## src/design/rqo_pkg.sv

```systemverilog
`default_nettype none

package rqo_pkg;

    localparam int TAG_W       = 11;
    localparam int YEAR_W      = 14;
    localparam int CNT_W       = 4;
    localparam int CAP_W       = 4;
    localparam int KIND_W      = 2;
    localparam int ENTRY_W     = TAG_W + YEAR_W;
    // up to fifteen years of 14 bits
    localparam int SUM_W       = YEAR_W + CNT_W;
    localparam int RECIP_SHIFT = SUM_W + CNT_W;
    localparam int RECIP_W     = RECIP_SHIFT + 1;

    localparam logic [CAP_W-1:0] CAP_RESET = 4'd5;

    localparam logic REQ_INSERT = 1'b0;
    localparam logic REQ_REMOVE = 1'b1;

    localparam logic [KIND_W-1:0] KIND_INSERT  = 2'd0;
    localparam logic [KIND_W-1:0] KIND_REMOVED = 2'd1;
    localparam logic [KIND_W-1:0] KIND_EMPTY   = 2'd2;

    typedef enum logic [1:0] {
        ST_IDLE,
        ST_EXEC,
        ST_MEAN
    } state_t;

    typedef struct packed {
        logic [KIND_W-1:0] kind;
        logic [TAG_W-1:0]  tag;
        logic [YEAR_W-1:0] year;
        logic [CNT_W-1:0]  count;
    } result_t;

    // ceil(2^RECIP_SHIFT / count), exact floor division for any sum below 2^SUM_W
    function automatic logic [RECIP_W-1:0] recip_of(input logic [CNT_W-1:0] count);
        logic [RECIP_W-1:0] r;
        unique case (count)
            4'd1:    r = 23'd4194304;
            4'd2:    r = 23'd2097152;
            4'd3:    r = 23'd1398102;
            4'd4:    r = 23'd1048576;
            4'd5:    r = 23'd838861;
            4'd6:    r = 23'd699051;
            4'd7:    r = 23'd599187;
            4'd8:    r = 23'd524288;
            4'd9:    r = 23'd466034;
            4'd10:   r = 23'd419431;
            4'd11:   r = 23'd381301;
            4'd12:   r = 23'd349526;
            4'd13:   r = 23'd322639;
            4'd14:   r = 23'd299594;
            4'd15:   r = 23'd279621;
            default: r = '0;
        endcase
        return r;
    endfunction

endpackage

`default_nettype wire

```

## src/design/ring_queue_overwrite_with_mean.sv

```systemverilog
// Ring queue of (item number, year) entries with overwrite of the oldest entry.
// An insert passes through accept with ring read, update and mean multiply, a
// remove through accept with ring read and update; the ring memory's registered
// read port and the reciprocal multiplier that forms the mean set these steps.
// One result word is returned per request; the next request is accepted while
// the previous result still waits on the master side. Writing the capacity
// register empties the queue; capacity 0 acts as 1 and values above
// MAX_ENTRIES act as MAX_ENTRIES. No clearing pass runs after reset.
`default_nettype none

module ring_queue_overwrite_with_mean #(
    parameter int MAX_ENTRIES = 8
) (
    input  wire logic        aclk,
    input  wire logic        aresetn,
    input  wire logic        cfg_we,
    input  wire logic [3:0]  cfg_wdata,   // capacity_in_use
    input  wire logic        s_tvalid,
    output logic             s_tready,
    input  wire logic [31:0] s_tdata,     // item_tag[10:0], year_value[24:11]
    input  wire logic        s_tuser,     // req_type
    output logic             m_tvalid,
    input  wire logic        m_tready,
    output logic      [47:0] m_tdata,     // removed_tag[10:0], removed_year[24:11],
                                          // mean_year[38:25], held_count[42:39]
    output logic      [1:0]  m_tuser      // result_kind
);

    localparam int IDX_W = $clog2(MAX_ENTRIES);

    localparam int TAG_W   = rqo_pkg::TAG_W;
    localparam int YEAR_W  = rqo_pkg::YEAR_W;
    localparam int CNT_W   = rqo_pkg::CNT_W;
    localparam int SUM_W   = rqo_pkg::SUM_W;
    localparam int ENTRY_W = rqo_pkg::ENTRY_W;

    function automatic logic [IDX_W-1:0] advance(input logic [IDX_W-1:0] idx,
                                                 input logic [CNT_W-1:0] cap);
        if (int'(idx) + 1 >= int'(cap)) begin
            return '0;
        end
        return IDX_W'(int'(idx) + 1);
    endfunction

    rqo_pkg::state_t  state_reg, state_next;
    logic [IDX_W-1:0] head_reg, head_next;
    logic [IDX_W-1:0] tail_reg, tail_next;
    logic [CNT_W-1:0] count_reg, count_next;
    logic [SUM_W-1:0] sum_reg, sum_next;
    logic [rqo_pkg::CAP_W-1:0] cap_reg;
    logic [CNT_W-1:0] eff_cap;

    logic              req_reg;
    logic [TAG_W-1:0]  tag_reg;
    logic [YEAR_W-1:0] year_reg;

    rqo_pkg::result_t res_reg, res_next;
    logic             res_valid_reg, res_valid_next;

    logic              m_valid_reg, m_valid_next;
    logic [47:0]       m_data_reg, m_data_next;
    logic [1:0]        m_kind_reg, m_kind_next;

    logic               accept;
    logic               out_free;
    logic               ram_we;
    logic [ENTRY_W-1:0] ram_rdata;
    logic [TAG_W-1:0]   rd_tag;
    logic [YEAR_W-1:0]  rd_year;
    logic               drop;
    logic               mean_en;
    logic [YEAR_W-1:0]  mean_q;
    logic [YEAR_W-1:0]  out_mean;

    assign out_free = !m_valid_reg || m_tready;
    assign s_tready = (state_reg == rqo_pkg::ST_IDLE) && (!res_valid_reg || out_free);
    assign accept   = s_tvalid && s_tready;

    assign rd_tag  = ram_rdata[TAG_W-1:0];
    assign rd_year = ram_rdata[ENTRY_W-1:TAG_W];
    assign drop    = count_reg >= eff_cap;
    assign mean_en = state_reg == rqo_pkg::ST_MEAN;
    assign ram_we  = (state_reg == rqo_pkg::ST_EXEC) && (req_reg == rqo_pkg::REQ_INSERT);

    always_comb begin
        if (cap_reg == '0) begin
            eff_cap = CNT_W'(1);
        end else if (int'(cap_reg) > MAX_ENTRIES) begin
            eff_cap = CNT_W'(MAX_ENTRIES);
        end else begin
            eff_cap = cap_reg;
        end
    end

    rqo_ram #(
        .WIDTH(ENTRY_W),
        .DEPTH(MAX_ENTRIES)
    ) u_ring (
        .aclk (aclk),
        .we   (ram_we),
        .waddr(tail_reg),
        .wdata({year_reg, tag_reg}),
        .re   (accept),
        .raddr(head_reg),
        .rdata(ram_rdata)
    );

    rqo_mean u_mean (
        .aclk (aclk),
        .en   (mean_en),
        .sum  (sum_reg),
        .count(count_reg),
        .mean (mean_q)
    );

    assign out_mean = (res_reg.kind == rqo_pkg::KIND_INSERT) ? mean_q : '0;

    always_comb begin
        state_next     = state_reg;
        head_next      = head_reg;
        tail_next      = tail_reg;
        count_next     = count_reg;
        sum_next       = sum_reg;
        res_next       = res_reg;
        res_valid_next = res_valid_reg;
        m_valid_next   = m_valid_reg;
        m_data_next    = m_data_reg;
        m_kind_next    = m_kind_reg;

        if (m_tready) begin
            m_valid_next = 1'b0;
        end

        unique case (state_reg)
            rqo_pkg::ST_IDLE: begin
                if (res_valid_reg && out_free) begin
                    m_valid_next   = 1'b1;
                    m_kind_next    = res_reg.kind;
                    m_data_next    = {5'd0, res_reg.count, out_mean, res_reg.year, res_reg.tag};
                    res_valid_next = 1'b0;
                end
                if (accept) begin
                    state_next = rqo_pkg::ST_EXEC;
                end
            end
            rqo_pkg::ST_EXEC: begin
                res_valid_next = 1'b1;
                res_next.tag   = '0;
                res_next.year  = '0;
                if (req_reg == rqo_pkg::REQ_INSERT) begin
                    // the oldest entry leaves silently when the ring is full
                    if (drop) begin
                        head_next  = advance(head_reg, eff_cap);
                        sum_next   = sum_reg - SUM_W'(rd_year) + SUM_W'(year_reg);
                        count_next = count_reg;
                    end else begin
                        sum_next   = sum_reg + SUM_W'(year_reg);
                        count_next = count_reg + CNT_W'(1);
                    end
                    tail_next      = advance(tail_reg, eff_cap);
                    res_next.kind  = rqo_pkg::KIND_INSERT;
                    res_next.count = count_next;
                    state_next     = rqo_pkg::ST_MEAN;
                end else if (count_reg == '0) begin
                    res_next.kind  = rqo_pkg::KIND_EMPTY;
                    res_next.count = '0;
                    state_next     = rqo_pkg::ST_IDLE;
                end else begin
                    head_next      = advance(head_reg, eff_cap);
                    sum_next       = sum_reg - SUM_W'(rd_year);
                    count_next     = count_reg - CNT_W'(1);
                    res_next.kind  = rqo_pkg::KIND_REMOVED;
                    res_next.tag   = rd_tag;
                    res_next.year  = rd_year;
                    res_next.count = count_next;
                    state_next     = rqo_pkg::ST_IDLE;
                end
            end
            rqo_pkg::ST_MEAN: begin
                state_next = rqo_pkg::ST_IDLE;
            end
            default: begin
                state_next = rqo_pkg::ST_IDLE;
            end
        endcase

        // capacity write empties the queue
        if (cfg_we) begin
            head_next  = '0;
            tail_next  = '0;
            count_next = '0;
            sum_next   = '0;
        end
    end

    always_ff @(posedge aclk) begin
        if (!aresetn) begin
            state_reg     <= rqo_pkg::ST_IDLE;
            head_reg      <= '0;
            tail_reg      <= '0;
            count_reg     <= '0;
            sum_reg       <= '0;
            cap_reg       <= rqo_pkg::CAP_RESET;
            res_valid_reg <= 1'b0;
            m_valid_reg   <= 1'b0;
        end else begin
            state_reg     <= state_next;
            head_reg      <= head_next;
            tail_reg      <= tail_next;
            count_reg     <= count_next;
            sum_reg       <= sum_next;
            res_valid_reg <= res_valid_next;
            m_valid_reg   <= m_valid_next;
            if (cfg_we) begin
                cap_reg <= cfg_wdata;
            end
        end
    end

    always_ff @(posedge aclk) begin
        res_reg    <= res_next;
        m_data_reg <= m_data_next;
        m_kind_reg <= m_kind_next;
        if (accept) begin
            req_reg  <= s_tuser;
            tag_reg  <= s_tdata[TAG_W-1:0];
            year_reg <= s_tdata[ENTRY_W-1:TAG_W];
        end
    end

    assign m_tvalid = m_valid_reg;
    assign m_tdata  = m_data_reg;
    assign m_tuser  = m_kind_reg;

endmodule

`default_nettype wire

```

## src/design/rqo_ram.sv

```systemverilog
`default_nettype none

module rqo_ram #(
    parameter int WIDTH = 8,
    parameter int DEPTH = 8
) (
    input  wire logic                     aclk,
    input  wire logic                     we,
    input  wire logic [$clog2(DEPTH)-1:0] waddr,
    input  wire logic [WIDTH-1:0]         wdata,
    input  wire logic                     re,
    input  wire logic [$clog2(DEPTH)-1:0] raddr,
    output logic      [WIDTH-1:0]         rdata
);

    logic [WIDTH-1:0] mem [DEPTH];
    logic [WIDTH-1:0] rdata_reg;

    always_ff @(posedge aclk) begin
        if (we) begin
            mem[waddr] <= wdata;
        end
        if (re) begin
            rdata_reg <= mem[raddr];
        end
    end

    assign rdata = rdata_reg;

endmodule

`default_nettype wire

```

## src/design/rqo_mean.sv

```systemverilog
`default_nettype none

// mean = sum / count as a multiply by a tabled reciprocal, result registered
module rqo_mean (
    input  wire logic                       aclk,
    input  wire logic                       en,
    input  wire logic [rqo_pkg::SUM_W-1:0]  sum,
    input  wire logic [rqo_pkg::CNT_W-1:0]  count,
    output logic      [rqo_pkg::YEAR_W-1:0] mean
);

    localparam int PROD_W = rqo_pkg::SUM_W + rqo_pkg::RECIP_W;

    logic [rqo_pkg::RECIP_W-1:0] recip;
    logic [PROD_W-1:0]           prod;
    logic [rqo_pkg::YEAR_W-1:0]  mean_reg;

    assign recip = rqo_pkg::recip_of(count);
    assign prod  = PROD_W'(sum) * PROD_W'(recip);

    always_ff @(posedge aclk) begin
        if (en) begin
            mean_reg <= prod[rqo_pkg::RECIP_SHIFT +: rqo_pkg::YEAR_W];
        end
    end

    assign mean = mean_reg;

endmodule

`default_nettype wire

```

## config.mk

```make
export PLATFORM = sky130hd
export DESIGN_NAME = ring_queue_overwrite_with_mean
export DESIGN_NICKNAME = d
export VERILOG_FILES = /design/src/design/rqo_pkg.sv /design/src/design/ring_queue_overwrite_with_mean.sv /design/src/design/rqo_ram.sv /design/src/design/rqo_mean.sv
export SDC_FILE = /design/constraint.sdc
export NUM_CORES = 1
export LEC_CHECK = 0
export BUFFER_PORTS_ARGS = -buffer_cell sky130_fd_sc_hd__buf_4
export CAP_MARGIN = 10
export CORE_MARGIN = 3
export CORE_UTILIZATION = 60
export DETAILED_ROUTE_END_ITERATION = 12
export GPL_TIMING_DRIVEN = 0
export PLACE_DENSITY = 0.77
export SYNTH_ARGS = -nofsm -noshare
export SYNTH_HDL_FRONTEND = slang
export SYNTH_SLANG_ARGS = --single-unit
```

## constraint.sdc

```tcl
create_clock -name aclk -period 8.3 [get_ports aclk]
set_input_delay 1.245 -clock aclk [delete_from_list [all_inputs] [get_ports aclk]]
set_output_delay 1.245 -clock aclk [all_outputs]
set_load 0.1 [all_outputs]
```

; ---- After elaboration in Yosys (flattened, before gate mapping)
; Memory sizes are Yosys's and may differ from the RTL's. A register that Yosys moved wholly into a read port is not among the register bits.
; Cells that the tools add are included.
[classes]
addsub = 7
muxes = 41
n_reduce_logical = 21
bitwise_logic = 2
n_mul = 1
n_eq_ne = 5
n_lt_le_gt_ge = 4
[op_table]
columns = operator, n
row1 = >= comparator 32 x 5 -> 1 bit, 2
row2 = 2-to-1 mux 18 bit, 3
row3 = adder 18 x 14 -> 18 bit, 2
row4 = multiplier 18 x 23 -> 36 bit, 1
row5 = 2-to-1 mux 4 bit, 9
row6 = 2-to-1 mux 3 bit, 8
row7 = subtractor 18 x 14 -> 18 bit, 1
row8 = 2-to-1 mux 1 bit, 16
row9 = adder 3 x 1 -> 4 bit (second input constant), 2
row10 = zero test 4 bit, 2
row11 = AND reduction 2 bit, 4
row12 = 2-to-1 mux 2 bit, 3
row13 = adder 4 x 1 -> 4 bit (second input constant), 1
row14 = >= comparator 4 bit, 1
row15 = > comparator 4 bit (second input constant), 1
row16 = logical AND 1 bit, 4
row17 = zero test 2 bit, 2
row18 = inequality test 2 bit (second input constant), 2
row19 = one-hot mux 2 bit (2 select lines), 1
row20 = nonzero test 2 bit, 2
row21 = OR reduction 2 bit, 2
row22 = subtractor 4 x 1 -> 4 bit (second input constant), 1
row23 = AND reduction 3 bit, 1
row24 = equality test 2 x 1 -> 1 bit (second input constant), 1
row25 = 6 further kinds, 9
[totals]
input_bits = 42
mem_count = 2
wordCells = 102
ramBits = 200
reg_bits = 152
romBits = 368
[mem_list]
columns = name, depth, width, rd, rd_clocked_by_memory_dff, wr, line
row1 = (no name shown), 16, 23, 1, 1, 0, rqo_pkg.sv:41  ; unique case (count)
row2 = u_ring.mem, 8, 25, 1, 1, 1, rqo_ram.sv:16  ; logic [WIDTH-1:0] mem [DEPTH];

; ---- Longest topological paths before layout
[logic_depth]
ltp_word = 11
depth_mapped = 24

; ---- By module
; A second synthesis with hierarchy kept.
[hier_totals]
hier_cells = 2433
area_unflattened_um2 = 28305.9
[modules_own_cells]
columns = mod, cells_each, area_each_um2, seq_area_each_um2, instances
row1 = rqo_mean, 1442, 12738.5, 420.4, 1
row2 = rqo_ram, 328, 8511.9, 6756.5, 1
row3 = ring_queue_overwrite_with_mean, 663, 7055.5, 3783.6, 1

; ---- Least setup slack after synthesis
; No wires, ideal clock.
[synth_timing]
path_kind = reg-to-reg
startpoint = register sum_reg[14]
endpoint = register u_mean.mean_reg, in the netlist u_mean.mean[13] (data pin)
required_time_ns = 8.141
t_arrival_ns = 6.122
stages_incl_launch_ff = 23
slack_ns = 2.020
path_cell_list = dfxtp_1 -> clkbuf_1 -> clkbuf_1 -> clkbuf_1 -> nand2_1 -> fa_1 -> inv_1 -> fa_1 -> fa_1 -> fa_1 -> fa_1 -> inv_1 -> fa_1 -> inv_1 -> ha_1 -> a21o_1 -> a21o_1 -> a21o_1 -> and3_1 -> a221oi_4 -> o211ai_2 -> a311o_1 -> a22oi_1
[synth_via]
elab_chain_len = 1
[synth_lines]
columns = element, line
row1 = start: declaration, ring_queue_overwrite_with_mean.sv:49  ; logic [SUM_W-1:0] sum_reg, sum_next;
row2 = start signal: assignment, ring_queue_overwrite_with_mean.sv:211  ; sum_reg <= sum_next;
row3 = multiplier 18 x 23 -> 36 bit, rqo_mean.sv:19  ; assign prod = PROD_W'(sum) * PROD_W'(recip);
row4 = via u_mean.prod[35], rqo_mean.sv:15  ; logic [PROD_W-1:0] prod;
row5 = end signal: assignment, rqo_mean.sv:23  ; mean_reg <= prod[rqo_pkg::RECIP_SHIFT +: rqo_pkg::YEAR_W];
row6 = end: declaration, rqo_mean.sv:16  ; logic [rqo_pkg::YEAR_W-1:0] mean_reg;
; The timed path passes the listed nets, and every way through them passes these cells.
; A chain may end at the register's enable or synchronous reset.

; ---- Final worst setup path
[layout_timing]
startpoint = register, netlist name u_mean.recip[8]
endpoint = register u_mean.mean_reg, in the netlist u_mean.mean[11] (data pin)
[layout_via]
elab_chain_len = 1
[layout_lines]
columns = element, line
row1 = multiplier 18 x 23 -> 36 bit, rqo_mean.sv:19
row2 = via u_mean.prod[33], rqo_mean.sv:15
; The timed path passes the listed nets, and every way through them passes these cells.

==> results.toml <==
[yosys]
synth-seq-cells = 397
synth_enable_flop_cells = 341
ys.flop_type = "edfxtp_1"
synthMuxAreaShare_pct = 5.80
async_flop_share_pct = 0
yosysWarningCount = 0
synth.area.top_cells = "edfxtp_1 36%, fa_1 23%, ha_1 6.3%"
synth_simple_gate_area_share_pct = 10.8
synthDistinctLibCells = 77
yosys.area.top_type = "edfxtp_1"
yosys.area_share.adder_pct = 28.9
avgSynthCellArea_um2 = 11.7
synth_xor_area_share_pct = 1.81
seq_area_frac_synth_pct = 39.9
synth_compound_area_share_pct = 5.25
syn_area_um2 = 28500
synth_top_family_by_area = "adder cells"
synth_top_area_share_pct = 35.9
synthCells = 2430

[global_routing]
grt_pass1_wl_um = 116000
grt_use_total_pct = 31.0
grt_start_max_net_pins = 52
grt_pass1_vias = 20200
antenna_found_initial = 1
globalRouteOverflowTotal = 0

[sta]
finClkSkew_ns = 0.0379
finalCriticalPeriod_ns = 8.00
rsz0062_at_grt = "false"
min_period_over_period_pct = 96.4
hold_viol = 0
relSlewSlack_pct = 28.2
fmax_mhz = 125
slew_violations = 0
setup_tns_ns = 0
setup_violations = 0
tightest_slew_ns = 1.07

[detailed_routing]
drt_iter0_drc = 1432
vias = 18800
drt_pass1_iterations = 5
viasPerCell = 5.86
wl_um = 75200
drc_errors = 0
wl_per_cell_um = 23.4
ant_nets = 0

[worst_setup_path]
crit_path_max_fanout = 10
critPathSlowestCell = "a2111oi_0"
path_cells = "clkbuf_1 -> clkbuf_1 -> nand2_1 -> fa_1 -> fa_1 -> fa_1 -> inv_1 -> ha_1 -> fa_1 -> inv_1 -> fa_1 -> inv_1 -> ha_1 -> a2111oi_0 -> o21ai_1 -> o21ai_1 -> nand3_1 -> a221oi_4 -> o21ai_1 -> a211oi_1 -> a311oi_1"
critical_path_arrival_ns = 8.29
slowest_delay_ns = 0.67
cp_top_family = "adder cells"
crit_type = "reg -> reg"
crit_buf_inv = 5
cp_common_cell = "fa_1"
endpoint_kind = "flip-flop"
cp.required_ns = 8.59
cp-start-kind = "flip-flop"

[floorplan]
dieArea_um2 = 50100
io_pins = 94
core_area_um2 = 46800
die_h_um = 224
start_util_pct = 60.9
row_count = 79
die_x_um = 224

[cts]
cts_root_buf = "clkbuf_16"
clk_pin_slew_ns = 0.06
numCtsBuffers = 40
post_cts.repair.setup_buffers = 0
cts_tree = "built"
clock_latency_ns = 0.59
cts_buffer_depth = 3
cts.sinks = 397
htreeDepth = 2

[outcome]
status = "completed"

[flow_run]
drv_cap = 0

[final_layout]
synthToLayoutAreaGrowth_pct = 10.2
layout.nets = 3076
fillerInstances = 3383
largest_reg_flops = 200
final_design_area_no_fill_um2 = 31400
layout.cells.most_common_list = "440 x inv_1, 341 x edfxtp_1, 322 x fa_1, 283 x nand2_1, 183 x and2_1"
final_common_cell = "inv_1"
drive_above_1_share_pct = 10.6

[power_and_ir_drop]
seqPwrFrac_pct = 51.2
powerDensity_nw_per_um2 = 140
clkPwrFrac_pct = 40.5
p_comb_share_pct = 8.3
p_int_mw = 3.31
swShare_pct = 24.5
cellLeakagePower_nw = 13.4
ir_worst_vdd_uv = 232
p_switching_mw = 1.07
p_total_mw = 4.38

[placed_design]
dp_hpwl_um = 57000
place_area_um2 = 30100
gp_congestion = 0.998
portBuffers = 79

[min_path]
hold_path_class = "reg -> reg"
[area by class of cell]
class	count	area, um^2	share of cell area, %
Antenna cell	2	5.00	0.0159
Buffer	120	478	1.52
Clock buffer	50	1060	3.37
Clock inverter	23	244	0.777
Inverter	442	1660	5.28
Multi-Input combinational cell	1475	15100	48.0
Sequential cell	397	11400	36.2
Tap cell	607	759	2.42
Timing Repair Buffer	93	764	2.43
[logic make-up (layout without fill, tap and decap cells)]
logic type | count (synthesis) | in the layout
muxes | 99 | 99
xor gates and xnor gates | 59 | 59
DFF | 397 | 397
AOI/OAI and AO/OA | 211 | 211
and+or+nand+nor | 636 | 636
other | 1 | 7
adders and majority gates | 465 | 465
buffers and inverters | 562 | 728
[worst paths after layout]
kind                                      start               to  slack (ns)  cells past startpoint
worst min register to register       res_reg[1]      m_tdata[40]        0.42                      0
worst max-delay path            u_mean.recip[8]  u_mean.mean[11]        0.30                     21
worst min-delay path                 res_reg[1]      m_tdata[40]        0.42                      0
worst max register to register  u_mean.recip[8]  u_mean.mean[11]        0.30                     21
[synthesized netlist by cell type, drive strengths merged, types with 4 or more instances]
library cell and n:
a31oi 7, o21a 9, nand4 5, o211ai 9, nand3b 4, a21oi 43
a31o 5, buf 17, mux2 28, mux2i 21, or4 4, dfxtp 56
a21boi 4, nand3 18, o21bai 7, xnor2 37, or2 5, nor2 63
and2 185, o21ai 40, clkbuf 103, or3 4, ha 143, xor2 22
and3 10, a22oi 8, nor2b 10, nor3 26, a221oi 4, mux4 50
nand2 283, edfxtp 341, a21o 20, a211oi 21, inv 442, fa 322
nand2b 12
[per-layer routing]
metal / part of all wire [%] / up-vias / wire length (um) / GRT usage (%)
li1: - / 8194 / - / -
met1: 37 / 9537 / 27500 / 37.7
met2: 50 / 825 / 37700 / 53.5
met3: 7.2 / 234 / 5430 / 5.27
met4: 6.0 / 2 / 4530 / 16.3
met5: 0.017 / - / 13 / 0
[through the flow]
step	std cells	hold slack, ns	worst slack (ns)	util (%)
after global routing	3207	0.420	0.00274	67.1
after global placement	3120	0.403	0.310	63.9
after detailed placement	3134	0.405	0.199	64.4
after floorplan	2434	0.400	2.02	-
after CTS	3207	0.418	0.156	67.1
final	3209	0.417	0.300	67.2
[worst reg2reg max path, stage by stage, from the launching register on]
cell and delay (ns):
dfxtp_1 0.31, clkbuf_1 0.65, clkbuf_1 0.66, nand2_1 0.18
fa_1 0.57, fa_1 0.49, fa_1 0.54, inv_1 0.04
ha_1 0.29, fa_1 0.48, inv_1 0.05, fa_1 0.48
inv_1 0.04, ha_1 0.29, a2111oi_0 0.67, o21ai_1 0.14
o21ai_1 0.38, nand3_1 0.27, a221oi_4 0.51, o21ai_1 0.23
a211oi_1 0.31, a311oi_1 0.09
[power by group through the flow]
stage                     clock [mW]  sequential (mW)  combinational, mW
final                           1.77             2.24              0.366
after global placement             0             2.29              0.346
after detailed placement           0             2.29              0.359
after global routing            1.86             2.25              0.393
after CTS                       1.80             2.24              0.364
after floorplan                    0             2.32              0.207
[what timing repair did]
action                                  4_1_cts  5_1_grt
resized for setup                             0        7
endpoints found under the setup margin        0        6
hold buffers                                  0        0
Power figures use the tool's default switching activity.
